File: src/rtl/core/dsf_pkg.sv
// Shared widths, constants and types for the damped spring force block.
// Depends on nothing; every module of the block imports it.
package dsf_pkg;

    localparam int FRAC_BITS  = 16;
    localparam int NUM_AXES   = 3;
    localparam int IN_W       = 32;
    localparam int CFG_W      = 31;
    localparam int IDX_W      = 2;
    localparam int S_DATA_W   = 4 * NUM_AXES * IN_W;
    localparam int M_DATA_W   = NUM_AXES * IN_W;
    localparam int M_USER_W   = 2;

    // separation and relative velocity
    localparam int DIFF_W     = IN_W + 1;
    localparam int SQ_W       = 2 * DIFF_W;
    localparam int SUM_W      = SQ_W;
    // square root
    localparam int ROOT_W     = SUM_W / 2;
    localparam int REM_W      = ROOT_W + 3;
    // unit direction
    localparam int Q_W        = FRAC_BITS + 1;
    localparam int U_W        = FRAC_BITS + 2;
    // dot product and scalar terms
    localparam int PROD_W     = DIFF_W + U_W;
    localparam int DOT_W      = PROD_W + 2;
    localparam int DOTS_W     = DOT_W - FRAC_BITS;
    localparam int BLO_W      = DOTS_W / 2;
    localparam int BHI_W      = DOTS_W - BLO_W;
    localparam int EXT_W      = ROOT_W + 1;
    localparam int AM_W       = CFG_W + ROOT_W;
    localparam int A_W        = AM_W - FRAC_BITS;
    localparam int BM_W       = CFG_W + DOTS_W;
    localparam int B_W        = BM_W - FRAC_BITS;
    localparam int S_W        = ((A_W > B_W) ? A_W : B_W) + 2;
    localparam int FP_W       = S_W + Q_W;
    localparam int FMS_W      = FP_W - FRAC_BITS;

    localparam logic [FMS_W-1:0] NEG_LIM = {{(FMS_W-IN_W){1'b0}}, 1'b1, {(IN_W-1){1'b0}}};
    localparam logic [FMS_W-1:0] POS_LIM = {{(FMS_W-IN_W+1){1'b0}}, {(IN_W-1){1'b1}}};
    localparam logic [IN_W-1:0]  NEG_MAX = {1'b1, {(IN_W-1){1'b0}}};
    localparam logic [IN_W-1:0]  POS_MAX = {1'b0, {(IN_W-1){1'b1}}};

    // queue between front and back
    localparam int FIFO_DEPTH = 4;
    localparam int FIFO_AW    = 2;
    localparam int CNT_W      = FIFO_AW + 1;

    // register indexes
    localparam logic [IDX_W-1:0] CFG_STIFFNESS   = 2'd0;
    localparam logic [IDX_W-1:0] CFG_DAMPING     = 2'd1;
    localparam logic [IDX_W-1:0] CFG_REST_LENGTH = 2'd2;

    localparam logic [CFG_W-1:0] STIFFNESS_RST   = CFG_W'(65536);
    localparam logic [CFG_W-1:0] DAMPING_RST     = '0;
    localparam logic [CFG_W-1:0] REST_LENGTH_RST = CFG_W'(65536);

    typedef logic signed [DIFF_W-1:0] diff_t;

    typedef struct packed {
        logic [CFG_W-1:0] stiffness;
        logic [CFG_W-1:0] damping;
        logic [CFG_W-1:0] rest_length;
    } cfg_t;

    typedef struct packed {
        diff_t [NUM_AXES-1:0] d;
        diff_t [NUM_AXES-1:0] dv;
        logic  [SUM_W-1:0]    sumsq;
        logic                 coinc;
    } item_t;

    typedef struct packed {
        item_t              it;
        logic [REM_W-1:0]   rem;
        logic [ROOT_W-1:0]  root;
    } sqrt_t;

    typedef struct packed {
        diff_t [NUM_AXES-1:0]             dv;
        logic  [NUM_AXES-1:0]             neg;
        logic  [NUM_AXES-1:0]             m0;
        logic  [NUM_AXES-1:0][ROOT_W-1:0] rem;
        logic  [NUM_AXES-1:0][Q_W-1:0]    q;
        logic  [ROOT_W-1:0]               len;
        logic                             coinc;
    } div_t;

endpackage

File: src/rtl/core/dsf_queue.sv
// Short queue that decouples the front end from the back end.
// Depends on dsf_pkg.
module dsf_queue
    import dsf_pkg::*;
(
    input  logic  aclk,
    input  logic  aresetn,
    input  logic  in_valid,
    output logic  in_ready,
    input  item_t in_item,
    output logic  out_valid,
    input  logic  out_ready,
    output item_t out_item
);

    item_t              mem_reg [FIFO_DEPTH];
    logic [FIFO_AW-1:0] wr_ptr_reg, rd_ptr_reg;
    logic [CNT_W-1:0]   cnt_reg;
    logic               push, pop;

    assign in_ready  = (cnt_reg != CNT_W'(FIFO_DEPTH));
    assign out_valid = (cnt_reg != '0);
    assign push      = in_valid && in_ready;
    assign pop       = out_valid && out_ready;
    assign out_item  = mem_reg[rd_ptr_reg];

    always_ff @(posedge aclk) begin
        if (push) begin
            mem_reg[wr_ptr_reg] <= in_item;
        end
    end

    always_ff @(posedge aclk) begin
        if (!aresetn) begin
            wr_ptr_reg <= '0;
            rd_ptr_reg <= '0;
            cnt_reg    <= '0;
        end else begin
            if (push) begin
                wr_ptr_reg <= wr_ptr_reg + 1'b1;
            end
            if (pop) begin
                rd_ptr_reg <= rd_ptr_reg + 1'b1;
            end
            if (push && !pop) begin
                cnt_reg <= cnt_reg + 1'b1;
            end else if (pop && !push) begin
                cnt_reg <= cnt_reg - 1'b1;
            end
        end
    end

`ifndef NO_ASSERTIONS
    a_cnt_bound: assert property (@(posedge aclk) disable iff (!aresetn)
        cnt_reg <= CNT_W'(FIFO_DEPTH))
        else $error("queue count above depth");
    a_ptr_gap: assert property (@(posedge aclk) disable iff (!aresetn)
        (FIFO_AW'(wr_ptr_reg - rd_ptr_reg) == cnt_reg[FIFO_AW-1:0]))
        else $error("queue pointers disagree with count");
    a_push_only: assert property (@(posedge aclk) disable iff (!aresetn)
        (push && !pop) |=> (cnt_reg == $past(cnt_reg) + 1'b1))
        else $error("queue count missed a push");
    a_pop_only: assert property (@(posedge aclk) disable iff (!aresetn)
        (pop && !push) |=> (cnt_reg == $past(cnt_reg) - 1'b1))
        else $error("queue count missed a pop");
`endif

endmodule

File: config.mk
export PLATFORM = sky130hd
export DESIGN_NAME = dsf_queue
export DESIGN_NICKNAME = d
export VERILOG_FILES = /design/src/rtl/core/dsf_pkg.sv /design/src/rtl/core/dsf_queue.sv
export SDC_FILE = /design/constraint.sdc
export NUM_CORES = 1
export LEC_CHECK = 0
export BUFFER_PORTS_ARGS = -buffer_cell sky130_fd_sc_hd__clkbuf_2
export CORE_UTILIZATION = 51
export CTS_CLUSTER_SIZE = 30
export DETAILED_ROUTE_END_ITERATION = 7
export GPL_TIMING_DRIVEN = 0
export PLACE_DENSITY = 0.75
export SYNTH_ARGS = -nofsm -noshare
export SYNTH_HDL_FRONTEND = slang
export SYNTH_SLANG_ARGS = --single-unit
File: constraint.sdc
create_clock -name aclk -period 7.2 [get_ports aclk]
set_input_delay 0.36 -clock aclk [delete_from_list [all_inputs] [get_ports aclk]]
set_output_delay 0.36 -clock aclk [all_outputs]
set_load 0.05 [all_outputs]
# [Word-level counts from Yosys, hierarchy flattened]
# Memories as Yosys holds them, arrays and structs flattened. A register that Yosys moved wholly into a read port is not among the register bits.
# Index checks and enable logic that the tools add are counted.
[word_totals] word_cells=23 mem_count=1 out_inout_bits=267 ramBits=1060 ff_bits=7
[op_classes] eq_ne=1 mux=6 addsub=4 n_reduce_logical=8
[mem_list] name="mem_reg" depth=4 word_bits=265 rd=1 rd_clocked_by_memory_dff=1 write_ports=1 line_no="dsf_queue.sv:16" rtl="item_t mem_reg [FIFO_DEPTH];"
[ops] op="3-bit 2-to-1 mux" n=2
[ops] op="2-bit by 1-bit adder with 2-bit output (second input constant)" n=2
[ops] op="1-bit logical AND" n=4
[ops] op="2-bit 2-to-1 mux" n=2
[ops] op="3-bit by 1-bit adder with 3-bit output (second input constant)" n=1
[ops] op="3-bit != test (second input constant)" n=1
[ops] op="3-bit nonzero test" n=1
[ops] op="3-bit by 1-bit subtractor with 3-bit output (second input constant)" n=1
[ops] op="1-bit logical NOT" n=2
[ops] op="1-bit 2-to-1 mux" n=2
[ops] op="2-bit nonzero test" n=1

# [Depth between registers and ports, before layout]
# Gate-level depths: netlist (run 1).
[logic_depth] ltp_word=6 ltp_mapped=8

# [Worst setup path after synthesis (run 1)]
# Ideal clock, no wire load.
[synth_timing] path_type="register to register" from="register cnt_reg[0]" to="memory mem_reg[2][0] (netlist bit) (enable)" setup_slack_ns=-0.292 path_stages_with_launch=4 period_less_slack_ns=7.492 n_path_buf=0 arrival_ns=6.832 t_required_ns=6.540 cell_sequence="dfxtp_1 nor2_1 a21boi_2 and2_1"
[synth_between] elab_chain_cells=4
[synth_lines] item="from (decl)" line_no="dsf_queue.sv:18" rtl="logic [CNT_W-1:0] cnt_reg;"
[synth_lines] item="from (signal assigned)" line_no="dsf_queue.sv:46" rtl="cnt_reg <= cnt_reg + 1'b1;"
[synth_lines] item="from (signal assigned)" line_no="dsf_queue.sv:48" rtl="cnt_reg <= cnt_reg - 1'b1;"
[synth_lines] item="3-bit != test" line_no="dsf_queue.sv:21" rtl="assign in_ready = (cnt_reg != CNT_W'(FIFO_DEPTH));"
[synth_lines] item="1-bit logical AND" line_no="dsf_queue.sv:23" rtl="assign push = in_valid && in_ready;"
[synth_lines] item="net push" line_no="dsf_queue.sv:19" rtl="logic push, pop;"
[synth_lines] item="1-bit 2-to-1 mux" line_no="dsf_queue.sv:28" rtl="if (push) begin"
[synth_lines] item="1-bit 2-to-1 mux (not written as such)" line_no="dsf_queue.sv:29" rtl="mem_reg[wr_ptr_reg] <= in_item;"
[synth_lines] item="to (decl)" line_no="dsf_queue.sv:16"
# The timed path passes the listed nets, and every way through them passes these cells.

==> run_results.csv, run 1 <==
group,metric,value,unit
detailed_routing,drtAntennaViolNets,0,
synthesis,post-synth-top-count-cell,"edfxtp_1",
synthesis,synth_xor_area_share,0.08991,%
synthesis,syn_avg_cell_area,27.21,µm²
cells_and_area,fin_cells,3412,
placement,dp_slack,4.296,ns
timing,rsz0062_at_grt,"false",
detailed_routing,routed_via_density,5.537,
cts,cts_buffer_depth,3,
synthesis,synth_seq_cells,1069,
synthesis,yosysUniqueCellTypes,25,
hold_path,hold_class,"in -> reg",
synthesis,synthFlopType,"edfxtp_1",
synthesis,synth_top_area_cell,"edfxtp_1",
cts,cts_buffers,104,
synthesis,syn_inst,1432,
timing,relSlewSlack,43.60,%
detailed_routing,wl_per_cell,24.78,µm
timing,setup_violations,0,
placement,port_buffers,534,
timing,skew,0.02992,ns
timing,final_hold_viol_count,0,
detailed_routing,first_pass_iters,5,
timing,max_freq,0.2993,GHz
pwr,power.leakage,16.84,nW
setup_path,critPathRequiredTime,6.84,ns
synthesis,synth_common_cells,"edfxtp_1 (1,060), mux4_2 (265), buf_2 (26), buf_12 (22), dfxtp_1 (9)",
synthesis,yosys-top-cells-area,"edfxtp_1 (82%), mux4_2 (15%), buf_12 (1.1%), dfxtp_1 (0.46%), buf_2 (0.33%)",
pwr,pwr_density_cell,394.7,mW/mm²
synthesis,synthSimpleGateAreaFrac,0.2344,%
cells_and_area,fin_nets,2630,
synthesis,synth-seq-area-share,82.16,%
synthesis,synth_top_family_by_area,"multiplexers",
cells_and_area,drive_above_1_share,42.07,%
timing,fin_ws,3.859,ns
synthesis,synth_edf_count,1060,
synthesis,syn-num-nets,1707,
placement,place_congestion,0.7494,
placement,dpl.hpwl,51.34,mm
global_route,grt_pass1_wl,125.6,mm
cells_and_area,synthToLayoutAreaGrowth,26.55,%
detailed_routing,wirelength,84.56,mm
pwr,vdd_ir_drop_max,249.6,µV
pwr,p_total,19.46,mW
synthesis,yosys.area.top_type_share,81.69,%
setup_path,cp_data_arrival_time,2.98,ns
cells_and_area,largest_reg_flops,1060,
timing,fin_setup_tns,0,ns
cts,clk_latency,0.65,ns
detailed_routing,route.detailed.drc,0,
synthesis,syn_area,0.03896,mm²
timing,maxSlewViolCount,0,
setup_path,endpoint_kind,"output pin",
detailed_routing,drtIter0Drc,1487,
run_status,outcome,"finished clean",
global_route,grtUsageTotal,21.88,%
synthesis,muxShareOfSynthArea,15.39,%
floorplan,core,0.07507,mm²
setup_path,cp-start-kind,"flip-flop",
flow_run,cap_violations,0,
setup_path,cp_max_fo,10,
cts,cts_tree,"done",
floorplan,fp-row-count,100,
synthesis,ys_warn_count,0,
synthesis,async_flop_share,0,%
timing,worst_slew_pin_slew,0.8461,ns
floorplan,die-height,278.4,µm
global_route,overflow,0,
placement,placed_cells,2953,
synthesis,synth_fa_ha_area_share,0.2119,%
floorplan,io_pins,536,
floorplan,chipWidth,278.4,µm
detailed_routing,vias,18890,
global_route,grt_max_degree,59,
synthesis,synth_compound_area_share,0.1028,%
timing,post-route-min-period,3.341,ns
cts,htree_levels,3,
cts,cts_setup_buffers,0,
cts,cts_resized,0,
cts,cts_root_buf,"clkbuf_16",
floorplan,initial_core_util,51.90,%
cts,clock-sinks,1069,
global_route,grt_pass1_vias,20460,
global_route,antenna_found_initial,10,
floorplan,dieArea,0.07751,mm²
cts,clk_pin_slew,0.06,ns
timing,period_share,46.40,%
setup_path,path_class,"reg -> out",
==> per-stage QoR <==
stage,utilization (%),cell area [µm²],hold slack [ns]
6_report,65.68,49310,0.1889
5_1_grt,65.68,49310,0.1810
4_1_cts,65.65,49290,0.1168
3_5_place_dp,57.74,43350,0.4965
3_3_place_gp,57.08,42850,0.4822
2_1_floorplan,-,38970,0.4589
==> cell type report <==
type	count	area (µm²)
flip-flops and latches	1069	32010
fillers	4654	25760
multi-input cells	300	6257
repair buffers	817	5813
clock buffers	127	2710
well taps	969	1212
plain buffers	60	694.4
clock inverters	58	576.8
diodes	9	22.52
inverters	3	11.26
==> critical path, cell delays in order (launching register included) <==
cell      delay, ns
dfxtp_1        0.53
clkbuf_1       0.68
buf_2          0.44
mux4_2         0.39
clkbuf_2       0.27
==> cell usage in the layout (no fill, tap or decap), types with 2 or more instances in the layout <==
master,instances
ha_1,5
dlygate4sd3_1,265
clkbuf_2,534
inv_6,2
clkinv_4,4
mux2i_1,3
clkinvlp_4,4
xnor2_1,3
and2_1,4
diode_2,9
buf_2,26
buf_16,17
inv_1,3
dfxtp_1,9
nand2_1,5
edfxtp_1,1060
and2_4,4
buf_8,6
clkinv_2,20
clkbuf_16,105
clkbuf_1,26
clkinv_1,17
clkinv_16,4
mux4_2,265
bufinv_16,7
buf_12,23
or3_1,2
==> report_power, final <==
| group | internal [mW] | leakage, nW | switching (mW) |
|---|---|---|---|
| Combinational | 2.09 | 5.45 | 4.44 |
| Sequential | 7.55 | 9.79 | 0.161 |
| Clock | 2.94 | 1.60 | 2.28 |
==> routing by layer <==
metal,global-route usage [%],wire length [µm],vias up
met5,0,29,-
met1,26.52,30860,9824
met4,7.536,2684,4
li1,-,-,8118
met3,5.952,6978,166
met2,37.90,44010,779
==> logic make-up (layout without fill, tap and decap cells) <==
kind of cell / Yosys count / count (layout)
AO/OA/AOI/OAI: 5 / 5
other: 0 / 9
flip-flops: 1069 / 1069
AND/OR/NAND/NOR: 17 / 17
XOR/XNOR: 4 / 4
adder cells (fa/ha/maj): 6 / 6
multiplexers: 268 / 268
buffers and inverters: 63 / 1065
==> path summary, 6_finish.rpt <==
| path | end | cells after the start | slack, ns | from |
|---|---|---|---|---|
| worst max-delay path | out_item[84] | 4 | 3.86 | flip-flop |
| worst min-delay path | wr_ptr_reg[1]$_SDFFE_PN0P_ | 3 | 0.19 | aresetn |
| worst max register to register | mem_reg[3][258]$_DFFE_PP_ | 5 | 4.23 | cnt_reg[0]$_SDFFE_PN0P_ |
| worst min register to register | wr_ptr_reg[1]$_SDFFE_PN0P_ | 2 | 0.50 | wr_ptr_reg[1]$_SDFFE_PN0P_ |
==> timing repair <==
action,in CTS,in global routing
hold buffers,265,0
endpoints found under the hold margin,1060,0
endpoints found under the setup margin,0,0
Note: power is estimated with default switching activity, not from simulation.
==> run 2, diff against run 1 <==
Settings changed: ABC_AREA set to 1, CORE_UTILIZATION 51 to 55, PLACE_DENSITY 0.75 to 0.77.
Clock period 7.2 ns to 3.21 ns, I/O delays scaled along.
==> run 2 against run 1 <==
Effect of this change: combinational power is 140% higher; setup slack got worse by 3.8 ns; area after synthesis increased by 1.5%; sequential power up 120%; first-iteration DRC count rose to 2.5 times the previous value; die area down 5.8%; highest routed layer unchanged; sequential share of layout area decreased by 1.5 points; largest power group unchanged.
==> run_results.csv, run 2 <==
group,metric,value,unit
detailed_routing,wl_per_cell,23.94,µm
synthesis,synth-seq-area-share,80.94,%
cells_and_area,layout_common_cells,"edfxtp_1 (1,060), clkbuf_2 (542), nor2_1 (539)",
timing,fin_ws,0.02479,ns
synthesis,synth_seq_cells,1069,
detailed_routing,drtIter0Drc,3759,
timing,max_freq,0.3140,GHz
global_route,grt_max_degree,31,
cells_and_area,synthToLayoutAreaGrowth,27.56,%
cells_and_area,fillers,4157,
synthesis,yosys-top-cells-area,"edfxtp_1 (80%), o21ai_0 (5.7%), nor2_1 (5.2%), o22ai_1 (4.2%), o21ai_1 (1.0%)",
cts,htree_levels,3,
synthesis,post-synth-top-count-cell,"edfxtp_1",
placement,dpl.hpwl,67.35,mm
synthesis,async_flop_share,0,%
setup_path,cp_max_fo,10,
synthesis,synthFlopType,"edfxtp_1",
cells_and_area,largest_reg_flops,1060,
synthesis,synth_common_cells,"edfxtp_1 (1,060), nor2_1 (544), o21ai_0 (450), o22ai_1 (265), clkbuf_1 (92)",
setup_path,path_class,"reg -> out",
floorplan,core,0.07064,mm²
run_status,outcome,"finished clean",
synthesis,syn_avg_cell_area,15.04,µm²
timing,worst_slew_pin_slew,0.8455,ns
global_route,grt_pass1_wl,164.4,mm
floorplan,io_pins,536,
pwr,pwr_density_cell,891.5,mW/mm²
detailed_routing,wirelength,110.6,mm
detailed_routing,vias,27520,
detailed_routing,routed_via_density,5.957,
synthesis,synth_top_area_cell,"edfxtp_1",
detailed_routing,first_pass_iters,5,
floorplan,dieArea,0.07298,mm²
floorplan,die-height,270.2,µm
timing,skew,0.03196,ns
floorplan,chipWidth,270.2,µm
pwr,vdd_ir_drop_max,975.5,µV
global_route,grtUsageTotal,29.86,%
placement,port_buffers,535,
floorplan,initial_core_util,55.99,%
synthesis,syn-num-nets,2905,
cells_and_area,drive_above_1_share,22.42,%
synthesis,syn_area,0.03955,mm²
detailed_routing,route.detailed.drc,0,
setup_path,cp_data_arrival_time,3.02,ns
cts,cts_setup_buffers,0,
setup_path,cp-start-kind,"flip-flop",
hold_path,hold_start,"in_item[32]",
hold_path,hold_class,"in -> reg",
placement,dp_slack,0.2733,ns
timing,maxSlewViolCount,0,
cts,cts_buffer_depth,3,
timing,fin_setup_tns,0,ns
detailed_routing,drtAntennaViolNets,0,
global_route,overflow,0,
timing,post-route-min-period,3.185,ns
timing,final_hold_viol_count,0,
cts,clk_latency,0.65,ns
synthesis,ys_warn_count,0,
placement,place_congestion,0.8286,
synthesis,yosysUniqueCellTypes,19,
synthesis,yosys.area.top_type_share,80.48,%
setup_path,endpoint_kind,"output pin",
global_route,grt_pass1_vias,27500,
cts,clk_pin_slew,0.06,ns
floorplan,fp-row-count,97,
timing,period_share,99.23,%
cts,cts_tree,"done",
flow_run,cap_violations,0,
synthesis,synth_edf_count,1060,
global_route,antenna_found_initial,16,
timing,setup_violations,0,
cts,clock-sinks,1069,
timing,rsz0062_at_grt,"false",
cts,cts_buffers,103,
pwr,power.leakage,17.98,nW
setup_path,critPathRequiredTime,3.05,ns
synthesis,syn_inst,2630,
timing,relSlewSlack,43.50,%
cells_and_area,fin_nets,3858,
setup_path,r2r_start,"wr_ptr_reg[0]$_SDFFE_PN0P_",
cells_and_area,final_common_cell,"edfxtp_1",
cts,cts_root_buf,"clkbuf_16",
run 2: metrics by stage:
step                      power (mW)  std cells  instance area (µm²)  util, %  hold WS, ns
final                          44.98       4620                50450    71.42       0.2574
after global routing           46.25       4619                50450    71.42       0.2392
after CTS                      44.60       4607                50400    71.35       0.2101
after detailed placement       32.70       4148                44390    62.85       0.3785
after global placement         32.46       4105                43480    61.55       0.3760
after floorplan                27.97       2630                39620        -       0.2594
run 2: routing by layer:
metal / vias up / wire [µm] / track usage, %
li1: 11940 / - / -
met1: 13520 / 39150 / 36.83
met2: 1710 / 55550 / 50.16
met3: 351 / 9864 / 5.903
met4: 6 / 6000 / 15.58
met5: - / 39 / 0
run 2: cell type report:
cell class	count	area [µm²]	area share, %
Antenna cell	13	32.53	0.06448
Buffer	175	943.4	1.870
Clock buffer	125	2681	5.315
Clock inverter	64	599.3	1.188
Inverter	16	65.06	0.1290
Multi-Input combinational cell	1370	6644	13.17
Sequential cell	1069	32020	63.46
Tap cell	940	1176	2.331
Timing Repair Buffer	848	6294	12.47
run 2: repair_timing:
item / 4_1_cts / 5_1_grt
hold endpoints to repair: 1069 / 0
hold buffers: 270 / 0
endpoints found under the setup margin: 149 / 35
resized for setup: 6 / 16
run 2: critical path: stages, from the launching register on:
cell and delay (ns):
dfxtp_1 0.35, buf_6 0.21, buf_6 0.22, buf_6 0.21, clkbuf_4 0.31, buf_2 0.30
nor2_1 0.12, o22ai_1 0.26, clkbuf_2 0.38
run 2: worst paths after layout:
| kind | cells past startpoint | slack [ns] | end |
|---|---|---|---|
| worst min-delay path | 2 | 0.26 | mem_reg[1][32]$_DFFE_PP_ |
| worst max-delay path | 8 | 0.02 | out_item[214] |
| worst max register to register | 11 | 0.26 | mem_reg[2][100]$_DFFE_PP_ |
| worst min register to register | 2 | 0.53 | wr_ptr_reg[1]$_SDFFE_PN0P_ |
run 2: report_power, final:
group	total, mW	internal [mW]	switching (mW)
Combinational	15.9	3.46	12.5
Clock	11.8	6.68	5.09
Sequential	17.3	16.9	0.352
Total	45.0	27.1	17.9
run 2: kinds of logic (layout without fill, tap and decap cells):
kind of cell / after synthesis / after routing / share of synthesized area [%]
and+or+nand+nor: 564 / 564 / 5.375
xor gates and xnor gates: 1 / 1 / 0.02215
adders and majority gates: 6 / 6 / 0.2088
DFF: 1069 / 1069 / 80.94
other: 0 / 13 / 0
buffers and inverters: 191 / 1228 / 2.506
AOI/OAI and AO/OA: 799 / 799 / 10.95
==> run 3, diff against run 2 <==
Settings changed: CORE_UTILIZATION 55 to 57, PLACE_DENSITY 0.77 to 0.79, REMOVE_ABC_BUFFERS set to 1.
==> run 3 against run 2 <==
Effect of this change: hold slack improved by 0.013 ns; count of clock-buffer cells in the layout is 5 higher; total power shrank 0.32%; final area shrank 0.36%; die area fell by 3.5%; clock skew is 0.0085 ns lower; setup slack improved by 0.046 ns; core utilization up 1.9 points; critical endpoint is now out_item[0]; largest power group unchanged.
==> run_results.csv, run 3 (same netlist as run 2, synthesis figures left out) <==
group,metric,value,unit
setup_path,cp-start-kind,"flip-flop",
cts,clk_pin_slew,0.06,ns
detailed_routing,route.detailed.drc,0,
setup_path,path_cells,"buf_16 > buf_16 > inv_16 > buf_16 > bufbuf_16 > o21ai_0 > o22ai_1 > buf_2",
timing,post-route-min-period,3.139,ns
timing,max_freq,0.3186,GHz
timing,period_share,97.79,%
cells_and_area,largest_reg_flops,1060,
detailed_routing,drtIter0Drc,2881,
global_route,grt_pass1_vias,28710,
floorplan,initial_core_util,57.66,%
cts,cts_buffer_depth,3,
floorplan,chipWidth,265.4,µm
setup_path,path_class,"reg -> out",
hold_path,holdPathEnd,"mem_reg[2][216]$_DFFE_PP_",
setup_path,ff2ff_path_depth,8,
timing,maxSlewViolCount,0,
global_route,antenna_found_initial,12,
cts,cts_tree,"done",
floorplan,fp-row-count,96,
cells_and_area,fin_nets,3716,
setup_path,cp_max_fo,44,
timing,relSlewSlack,48.48,%
floorplan,dieArea,0.07044,mm²
setup_path,r2r_end,"mem_reg[3][85]$_DFFE_PP_",
timing,setup_violations,0,
global_route,overflow,0,
global_route,grtUsageTotal,30.90,%
run_status,outcome,"finished clean",
timing,rsz0062_at_grt,"false",
setup_path,r2r_slack,0.22,ns
pwr,pwr_density_cell,891.9,mW/mm²
pwr,vdd_ir_drop_max,724.2,µV
setup_path,r2r_start,"cnt_reg[0]$_SDFFE_PN0P_",
setup_path,worst_path_most_repeated_cell,"buf_16",
flow_run,cap_violations,0,
cts,cts_root_buf,"clkbuf_16",
cells_and_area,drive_above_1_share,21.47,%
hold_path,hold_path_depth,2,
detailed_routing,vias,27620,
cts,cts_buffers,102,
cells_and_area,synthToLayoutAreaGrowth,27.11,%
setup_path,slowest_stage,"bufbuf_16",
global_route,grt_pass1_wl,164.6,mm
pwr,p_total,44.83,mW
floorplan,die-height,265.4,µm
cells_and_area,layout_common_cells,"edfxtp_1 (1,060), nor2_1 (540), clkbuf_2 (512)",
cells_and_area,fillers,3753,
setup_path,endpoint_kind,"output pin",
detailed_routing,routed_via_density,6.185,
setup_path,critPathRequiredTime,3.05,ns
pwr,power.leakage,17.87,nW
cts,clk_latency,0.64,ns
hold_path,hold_start,"in_item[216]",
detailed_routing,wl_per_cell,24.94,µm
timing,worst_slew_pin_slew,0.7709,ns
timing,skew,0.02350,ns
placement,place_congestion,0.7421,
detailed_routing,first_pass_iters,6,
timing,final_hold_viol_count,0,
placement,port_buffers,535,
floorplan,core,0.06859,mm²
cts,clock-sinks,1069,
cts,htree_levels,3,
floorplan,io_pins,536,
detailed_routing,drtAntennaViolNets,0,
setup_path,cp_data_arrival_time,2.98,ns
timing,hold_slack,0.2699,ns
setup_path,slowest_delay,0.41,ns
hold_path,hold_class,"in -> reg",
placement,dpl.hpwl,55.09,mm
cells_and_area,final_common_cell,"edfxtp_1",
detailed_routing,wirelength,111.4,mm
global_route,grt_max_degree,103,
==> run 3: layout make-up <==
cell class / count / area [µm²] / area share [%]
inverter: 16 / 92.59 / 0.1842
clock buffer: 130 / 2721 / 5.414
timing repair buffer: 877 / 7138 / 14.20
sequential: 1069 / 32020 / 63.69
timing repair inverter: 3 / 26.28 / 0.05227
antenna: 13 / 32.53 / 0.06471
multi-input combinational: 1372 / 6593 / 13.11
tap: 931 / 1165 / 2.317
clock inverter: 55 / 483.0 / 0.9607
==> run 3: worst max path at each step <==
stage / endpoint / slack [ns] / cells past startpoint
6_report: out_item[0] / 0.07 / 8
5_1_grt: out_item[264] / 0.008 / 8
4_1_cts: out_item[102] / 0.04 / 5
3_5_place_dp: out_item[263] / -0.52 / 8
3_3_place_gp: out_item[102] / -23.82 / 4
2_1_floorplan: out_item[0] / -11.20 / 3
==> run 3: worst max-delay path: cells and delay by family, from the launching register on <==
family,cells,cell delay [ns]
AOI/OAI and AO/OA,2,0.34
buffers and inverters,6,1.56
DFF,1,0.36
==> run 3: routing by layer <==
| layer | vias to the layer above | share of wire [%] | track usage, % |
|---|---|---|---|
| li1 | 11670 | - | - |
| met3 | 445 | 10 | 7.119 |
| met1 | 13570 | 34 | 35.85 |
| met5 | - | 0.012 | 0 |
| met4 | 2 | 5.1 | 16.72 |
| met2 | 1932 | 51 | 53.36 |
==> run 3: repair_timing <==
item | 4_1_cts | 5_1_grt
gates resized for setup | 24 | 7
buffers inserted | 6 | 1
pin swaps | 1 | 1
endpoints found under the setup margin | 253 | 27
cloned | 15 | 1
endpoints found under the hold margin | 1069 | 0
hold buffers | 268 | 0
==> run 3: stage by stage <==
step                area [µm²]  std cells  util [%]  worst slack [ns]  setup TNS (ns)
floorplan                38620       2455         -            -11.20               -
global placement         42470       3921     61.92            -23.82               -
detailed placement       43800       3977     63.86           -0.5165          -48.27
CTS                      50200       4451     73.19           0.04205               0
global route             50260       4462     73.28          0.007925               0
finish                   50270       4466     73.29           0.07088               0
==> run 3: power breakdown <==
part / internal, mW / switching, mW / total [mW]
Sequential: 16.9 / 0.392 / 17.3
Combinational: 3.61 / 12.2 / 15.8
Clock: 6.56 / 5.10 / 11.7
Total: 27.1 / 17.7 / 44.8
